--- src/design/pbfl_pkg.sv ---
// shared types, constants and codes for the page block free list allocator
package pbfl_pkg;

   localparam int DEPTH_DEF       = 1024;
   localparam int COUNT_BITS_DEF  = 32;
   localparam int BLOCK_BYTES     = 4096;
   localparam int BLOCK_SHIFT     = 12;
   localparam int ADDR_W          = 48;
   localparam int BLKNUM_W        = ADDR_W - BLOCK_SHIFT;
   localparam int SIZE_W          = 16;
   localparam int FUNC_W          = 2;
   localparam int STATUS_W        = 2;
   localparam int CNT_OUT_W       = 32;
   localparam int CSR_IDX_W       = 2;
   localparam int NUM_COUNTERS    = 4;

   localparam logic [FUNC_W-1:0] FUNC_INIT  = 2'd0;
   localparam logic [FUNC_W-1:0] FUNC_ALLOC = 2'd1;
   localparam logic [FUNC_W-1:0] FUNC_FREE  = 2'd2;

   localparam logic [STATUS_W-1:0] STATUS_OK      = 2'd0;
   localparam logic [STATUS_W-1:0] STATUS_INVALID = 2'd1;
   localparam logic [STATUS_W-1:0] STATUS_EMPTY   = 2'd2;
   localparam logic [STATUS_W-1:0] STATUS_FULL    = 2'd3;

   localparam logic [CSR_IDX_W-1:0] CSR_REGION_BASE = 2'd0;
   localparam logic [CSR_IDX_W-1:0] CSR_REGION_SIZE = 2'd1;
   localparam logic [CSR_IDX_W-1:0] CSR_BLOCK_SIZE  = 2'd2;

   localparam int CNT_ALLOC_OK   = 0;
   localparam int CNT_ALLOC_FAIL = 1;
   localparam int CNT_FREE_OK    = 2;
   localparam int CNT_FREE_FAIL  = 3;

   typedef enum logic [1:0] {
      ST_IDLE,
      ST_EXEC,
      ST_FILL,
      ST_POST
   } state_type;

   // controller to datapath
   typedef struct packed {
      logic load_req;
      logic exec_op;
      logic fill_step;
      logic load_rsp;
   } cmd_type;

   // datapath to controller
   typedef struct packed {
      logic init_fill;
      logic fill_last;
      logic rsp_free;
   } stat_type;

endpackage

--- src/design/pbfl_ctrl.sv ---
// sequencing state machine for the page block free list allocator
module pbfl_ctrl (
   input  logic              clock,
   input  logic              reset,
   input  logic              req_valid,
   output logic              req_stall,
   input  pbfl_pkg::stat_type stat,
   output pbfl_pkg::cmd_type  cmd
);
   import pbfl_pkg::*;

   state_type state_ff, state_in;

   always_ff @(posedge clock) begin
      if (reset) begin
         state_ff <= ST_IDLE;
      end else begin
         state_ff <= state_in;
      end
   end

   always_comb begin
      state_in = state_ff;
      case (state_ff)
         ST_IDLE: begin
            if (req_valid) state_in = ST_EXEC;
         end
         ST_EXEC: begin
            state_in = stat.init_fill ? ST_FILL : ST_POST;
         end
         ST_FILL: begin
            if (stat.fill_last) state_in = ST_POST;
         end
         ST_POST: begin
            if (stat.rsp_free) state_in = ST_IDLE;
         end
         default: begin
            state_in = ST_IDLE;
         end
      endcase
   end

   always_comb begin
      req_stall     = 1'b1;
      cmd.load_req  = 1'b0;
      cmd.exec_op   = 1'b0;
      cmd.fill_step = 1'b0;
      cmd.load_rsp  = 1'b0;
      case (state_ff)
         ST_IDLE: begin
            req_stall    = 1'b0;
            cmd.load_req = req_valid;
         end
         ST_EXEC: begin
            cmd.exec_op = 1'b1;
         end
         ST_FILL: begin
            cmd.fill_step = 1'b1;
         end
         ST_POST: begin
            cmd.load_rsp = stat.rsp_free;
         end
         default: begin
            req_stall = 1'b1;
         end
      endcase
   end

endmodule

--- config.mk ---
export PLATFORM = sky130hd
export DESIGN_NAME = pbfl_ctrl
export DESIGN_NICKNAME = d
export VERILOG_FILES = /design/src/design/pbfl_pkg.sv /design/src/design/pbfl_ctrl.sv
export SDC_FILE = /design/constraint.sdc
export NUM_CORES = 1
export LEC_CHECK = 0
export ABC_AREA = 1
export BUFFER_PORTS_ARGS = -buffer_cell sky130_fd_sc_hd__clkbuf_2
export CAP_MARGIN = 20
export CELL_PAD_IN_SITES_DETAIL_PLACEMENT = 0
export CELL_PAD_IN_SITES_GLOBAL_PLACEMENT = 1
export CORE_AREA = 4 4 41 43
export DETAILED_ROUTE_END_ITERATION = 12
export DIE_AREA = 0 0 45 47
export PLACE_DENSITY = 0.61
export SETUP_SLACK_MARGIN = 0.5
export SYNTH_ARGS = -nofsm -noshare
export SYNTH_HDL_FRONTEND = slang
export SYNTH_SLANG_ARGS = --single-unit
--- constraint.sdc ---
create_clock -name clock -period 1 [get_ports clock]
set_input_delay 0.15 -clock clock [delete_from_list [all_inputs] [get_ports clock]]
set_output_delay 0.15 -clock clock [all_outputs]
set_load 0.01 [all_outputs]
Word level (Yosys, flattened, before mapping)
Cells that the tools add are included.
{"block": "word_totals", "register_bits": 2, "latchBits": 0, "ramBits": 0, "romBits": 0, "input_bits": 6, "output_inout_bits": 5, "word_cells": 19, "n_memories": 0}
{"block": "classes", "addsub": 0, "n_mul": 0, "div_mod_pow": 0, "magnitude_cmp": 0, "n_eq_ne": 6, "shift": 0, "mux": 10, "bitwise": 0, "reduce_logical": 2}
{"cell": "$pmux W2 S4", "n": 1}
{"cell": "$mux W1", "n": 6}
{"cell": "$mux W2", "n": 3}
{"cell": "$ne A2 B2 Y1 const B", "n": 3}
{"cell": "$eq A2 B2 Y1 const B", "n": 2}
{"cell": "$reduce_and A3 Y1", "n": 1}
{"cell": "$eq A2 B1 Y1 const B", "n": 1}
{"cell": "$logic_not A2 Y1", "n": 1}

Depth between registers and ports, before layout
{"block": "logic_depth", "depth_word": 3, "depth_mapped": 7, "mapped_depth_nobuf": 7}

Least setup slack after synthesis
No wires, ideal clock.
{"block": "synth_path", "path_kind": "reg2reg", "from": "register state_ff[0]", "to": "register state_ff[0]", "setup_ps": 70, "t_arrival_ps": 1084, "slack_ps": -154, "stages_incl_launch_ff": 8, "path_buffers": 0, "synth_period_minus_slack_ps": 1154, "cell_sequence": "dfxtp_1 -> inv_1 -> ha_1 -> nand2_4 -> nand2_2 -> nor2_4 -> nand2_1 -> a21oi_1"}
{"block": "synth_between", "elab_chain_cells": 3, "elab_cells_between_ends": 9, "cone_classes": "eq/ne: 6; mux: 1; reduce/logical: 2"}
{"item": "start: declaration", "line_no": "pbfl_ctrl.sv:12", "rtl": "state_type state_ff, state_in;"}
{"item": "start signal: assignment", "line_no": "pbfl_ctrl.sv:18", "rtl": "state_ff <= state_in;"}
{"item": "$eq A2 B2 Y1 or $logic_not A2 Y1 (tied branches)", "line_no": "pbfl_ctrl.sv:24", "rtl": "case (state_ff)"}
{"item": "$ne A2 B2 Y1 (no line)"}
{"item": "$reduce_and A3 Y1 (no line)"}
Parallel ways exist; a longest one is shown, timed or not.
A chain may end at the register's enable or synchronous reset.

==> reports/qor.log <==
INFO  status         status=finished, violations left
INFO  status         failed_checks=negative setup slack
INFO  placed_design  post_dp_cell_area=363µm²
INFO  yosys          syn-cell-area=236µm²
INFO  die            total_die_area=2120µm²
INFO  grt            antenna_violations_before_repair=0
INFO  yosys          ys_top_cells_by_area=sky130_fd_sc_hd__ha_1 26%, sky130_fd_sc_hd__dfxtp_1 17%, sky130_fd_sc_hd__inv_1 16%
INFO  power_and_ir_drop power.density_cell_area=3140nW/µm²
INFO  drt            num_vias=247
INFO  critical_path  crit_family=flip-flops
INFO  timing         final_critical_path_setup_slack=-171ps
INFO  die            rows=13
INFO  die            boundaryPins=11
INFO  critical_path  crit_fanout=5
INFO  placed_design  placement.setup.worst_slack=-48.4ps
INFO  cells_and_area post_route_cells_drive_above_1_share=0.745
INFO  drt            detail_route.drc_violations=0
INFO  cells_and_area regMostFlops=state_ff
INFO  grt            globalRouteTotalUtil=0.0584
INFO  yosys          synth.lib_cells_used.distinct=10
INFO  die            area_of_the_placeable_core=1300µm²
INFO  critical_path  rr_startpoint=state_ff[0]
INFO  grt            first_global_vias=255
INFO  yosys          async_flop_share=0
INFO  die            die_width=45µm
INFO  drt            routed_via_density=3.74
INFO  clocking       clock_sink_count=2
INFO  yosys          ys_dominant_reg_cell=sky130_fd_sc_hd__dfxtp_1
INFO  drt            detail_route.wirelength=495µm
INFO  cells_and_area number_of_diodes=0
INFO  yosys          post_synth_inst_count=35
INFO  timing         timing.final.crit_period=1170ps
INFO  critical_path  reg2reg_slack=-70ps
INFO  clocking       clk_latency=220ps
INFO  critical_path  crit_path_frequent_cell=sky130_fd_sc_hd__buf_6
INFO  timing         highest_clock_rate=0.854GHz
INFO  timing         fin_tns_setup=-766ps
INFO  timing         crit_share_post_route=1.17
INFO  grt            gr-total-overflow=0
INFO  critical_path  startpoint_type=register
INFO  power_and_ir_drop max-vdd-ir-drop=0.00120V
INFO  grt            gr-usage-met1=0.0588
INFO  timing         finalHoldViolations=0
INFO  clocking       tritoncts=built
INFO  yosys          synth_area_leader_cell=sky130_fd_sc_hd__ha_1
INFO  timing         finalMaxSlewViolations=0
INFO  drt            drt_iter0_markers=0
INFO  yosys          synth_edf_count=0
INFO  timing         worst_slew_pin_slew=107ps
INFO  timing         largest_clock_skew_in_the_final_design=0.758ps
INFO  yosys          seq_area_frac_synth=0.169
INFO  clocking       clock_path_buffers=2
INFO  drt            first_pass_iters=1
INFO  critical_path  cp_data_arrival_time=1020ps
INFO  placed_design  port_buffers=10
INFO  critical_path  cp_cell_sequence=inv_6 -> ha_4 -> buf_6 -> buf_6
INFO  grt            grt_pass1_wl=890µm
INFO  yosys          syn_nets=46
INFO  timing         rsz0062_at_grt=yes
INFO  min_path       holdCritStartpoint=reset
INFO  yosys          synth-seq-cells=2
INFO  yosys          yosys_warnings=0
INFO  clocking       worst_path_clk_slew=30ps
INFO  cells_and_area finalCoreUtilization=0.337
INFO  timing         timing.final.setup_violations=7
INFO  grt            grt_util_met3=0.0115
INFO  drt            drt-wirelength-per-cell=7.50µm
INFO  clocking       number_of_buffers_inserted_by_hold_repair_at_cts=0
INFO  placed_design  gp_routability_congestion=0.759
INFO  min_path       hold_class=input port to register
INFO  yosys          synthesis.area_per_instance=6.76µm²
INFO  critical_path  setup.worst_path.start=state_ff[0]
INFO  clocking       cts-htree-levels=1
INFO  yosys          post-synth-top-area-fraction=0.265
INFO  drt            drt.antenna.violating_nets=0
INFO  critical_path  critical_path_buf_inv_count=3
INFO  yosys          synth_top_cells_by_count=10 x sky130_fd_sc_hd__inv_1, 7 x sky130_fd_sc_hd__nand2_1, 5 x sky130_fd_sc_hd__ha_1
INFO  cells_and_area largest_reg_flops=2
INFO  timing         slew_headroom=0.928
INFO  grt            grt_start_max_net_pins=6
INFO  cells_and_area num-nets-final=64
INFO  critical_path  worstPathRequired=850ps
INFO  clocking       cts-root-buf=sky130_fd_sc_hd__clkbuf_4
INFO  placed_design  place.detailed.hpwl=402µm
INFO  grt            grt.busiest_layer=met2
INFO  critical_path  crit_slowest_cell=sky130_fd_sc_hd__dfxtp_4
INFO  cells_and_area reg_top3=state_ff x2
INFO  run            drv_cap=0
INFO  critical_path  end_kind=primary output
INFO  die            die_h=47µm
INFO  die            floorplan.initialDensity=0.182
INFO  grt            use_met2=0.102
INFO  cells_and_area fin_area=438µm²
INFO  power_and_ir_drop leakagePower=0.236nW
INFO  critical_path  slowest_delay=380ps
INFO  yosys          yosys.cell_count.top_type=sky130_fd_sc_hd__inv_1
INFO  clocking       cts_inserted_buffers=3
INFO  critical_path  classification_of_the_worst_setup_path=register to primary output
INFO  cells_and_area synthToLayoutAreaGrowth=85.2%
==> layout by cell type, fill, tap and decap left out <==
cell type                  netlist  layout
sky130_fd_sc_hd__clkbuf_2        0       7
sky130_fd_sc_hd__nand2_1         7       5
sky130_fd_sc_hd__inv_1          10       5
sky130_fd_sc_hd__inv_2           1       4
sky130_fd_sc_hd__nand2_2         3       4
sky130_fd_sc_hd__buf_6           0       4
sky130_fd_sc_hd__nand3_1         3       3
sky130_fd_sc_hd__ha_2            0       3
sky130_fd_sc_hd__clkbuf_4        0       3
sky130_fd_sc_hd__nand2_4         1       2
sky130_fd_sc_hd__a21oi_2         0       2
sky130_fd_sc_hd__ha_4            0       2
sky130_fd_sc_hd__buf_4           0       2
sky130_fd_sc_hd__dfxtp_4         0       2
sky130_fd_sc_hd__inv_4           0       1
sky130_fd_sc_hd__inv_6           0       1
sky130_fd_sc_hd__nor2_4          1       1
==> stage by stage <==
stage / instances / power [W] / hold WS, ps
after floorplan: 35 / 0.000747 / 209
after global placement: 62 / 0.000962 / 317
after detailed placement: 62 / 0.000957 / 323
after CTS: 66 / 0.00126 / 85.7
after global routing: 66 / 0.00152 / 104
final: 66 / 0.00137 / 113
==> worst paths after layout <==
path            endpoint  cells past startpoint
min reg2reg  state_ff[0]                      2
min          state_ff[0]                      2
max               cmd[1]                      4
max reg2reg  state_ff[0]                      6
==> report_power, final <==
part,internal [W],switching [W]
clock,0.000132,0.0000419
sequential,0.000147,0.0000849
combinational,0.000513,0.000454
total,0.000792,0.000581
==> cell families (layout without fill, tap and decap cells) <==
logic type | count (synthesis) | count (layout) | synth area share
adders and majority gates | 5 | 5 | 0.265
AOI/OAI and AO/OA | 2 | 2 | 0.0423
and+or+nand+nor | 15 | 15 | 0.349
DFF | 2 | 2 | 0.169
buffers and inverters | 11 | 27 | 0.175
==> repair_timing <==
| action | 4_1_cts | 5_1_grt |
|---|---|---|
| gates resized for setup | 7 | 8 |
| pin swaps | 6 | 2 |
| endpoints found under the setup margin | 7 | 7 |
| buffers inserted | 1 | 0 |
==> final cells by class <==
cell class / count / area, µm²
clock buffers: 3 / 22.5
fillers: 148 / 863
inverters: 11 / 48.8
multi-input cells: 22 / 205
flip-flops and latches: 2 / 47.5
well taps: 15 / 18.8
repair buffers: 13 / 95.1
==> metal layers <==
metal / routed length (µm) / part of all wire / vias up
met4: 0 / 0 / 0
li1: - / - / 134
met3: 14 / 0.028 / 0
met1: 218 / 0.44 / 107
met2: 262 / 0.53 / 6
met5: 0 / 0 / -
Power figures use the tool's default switching activity.
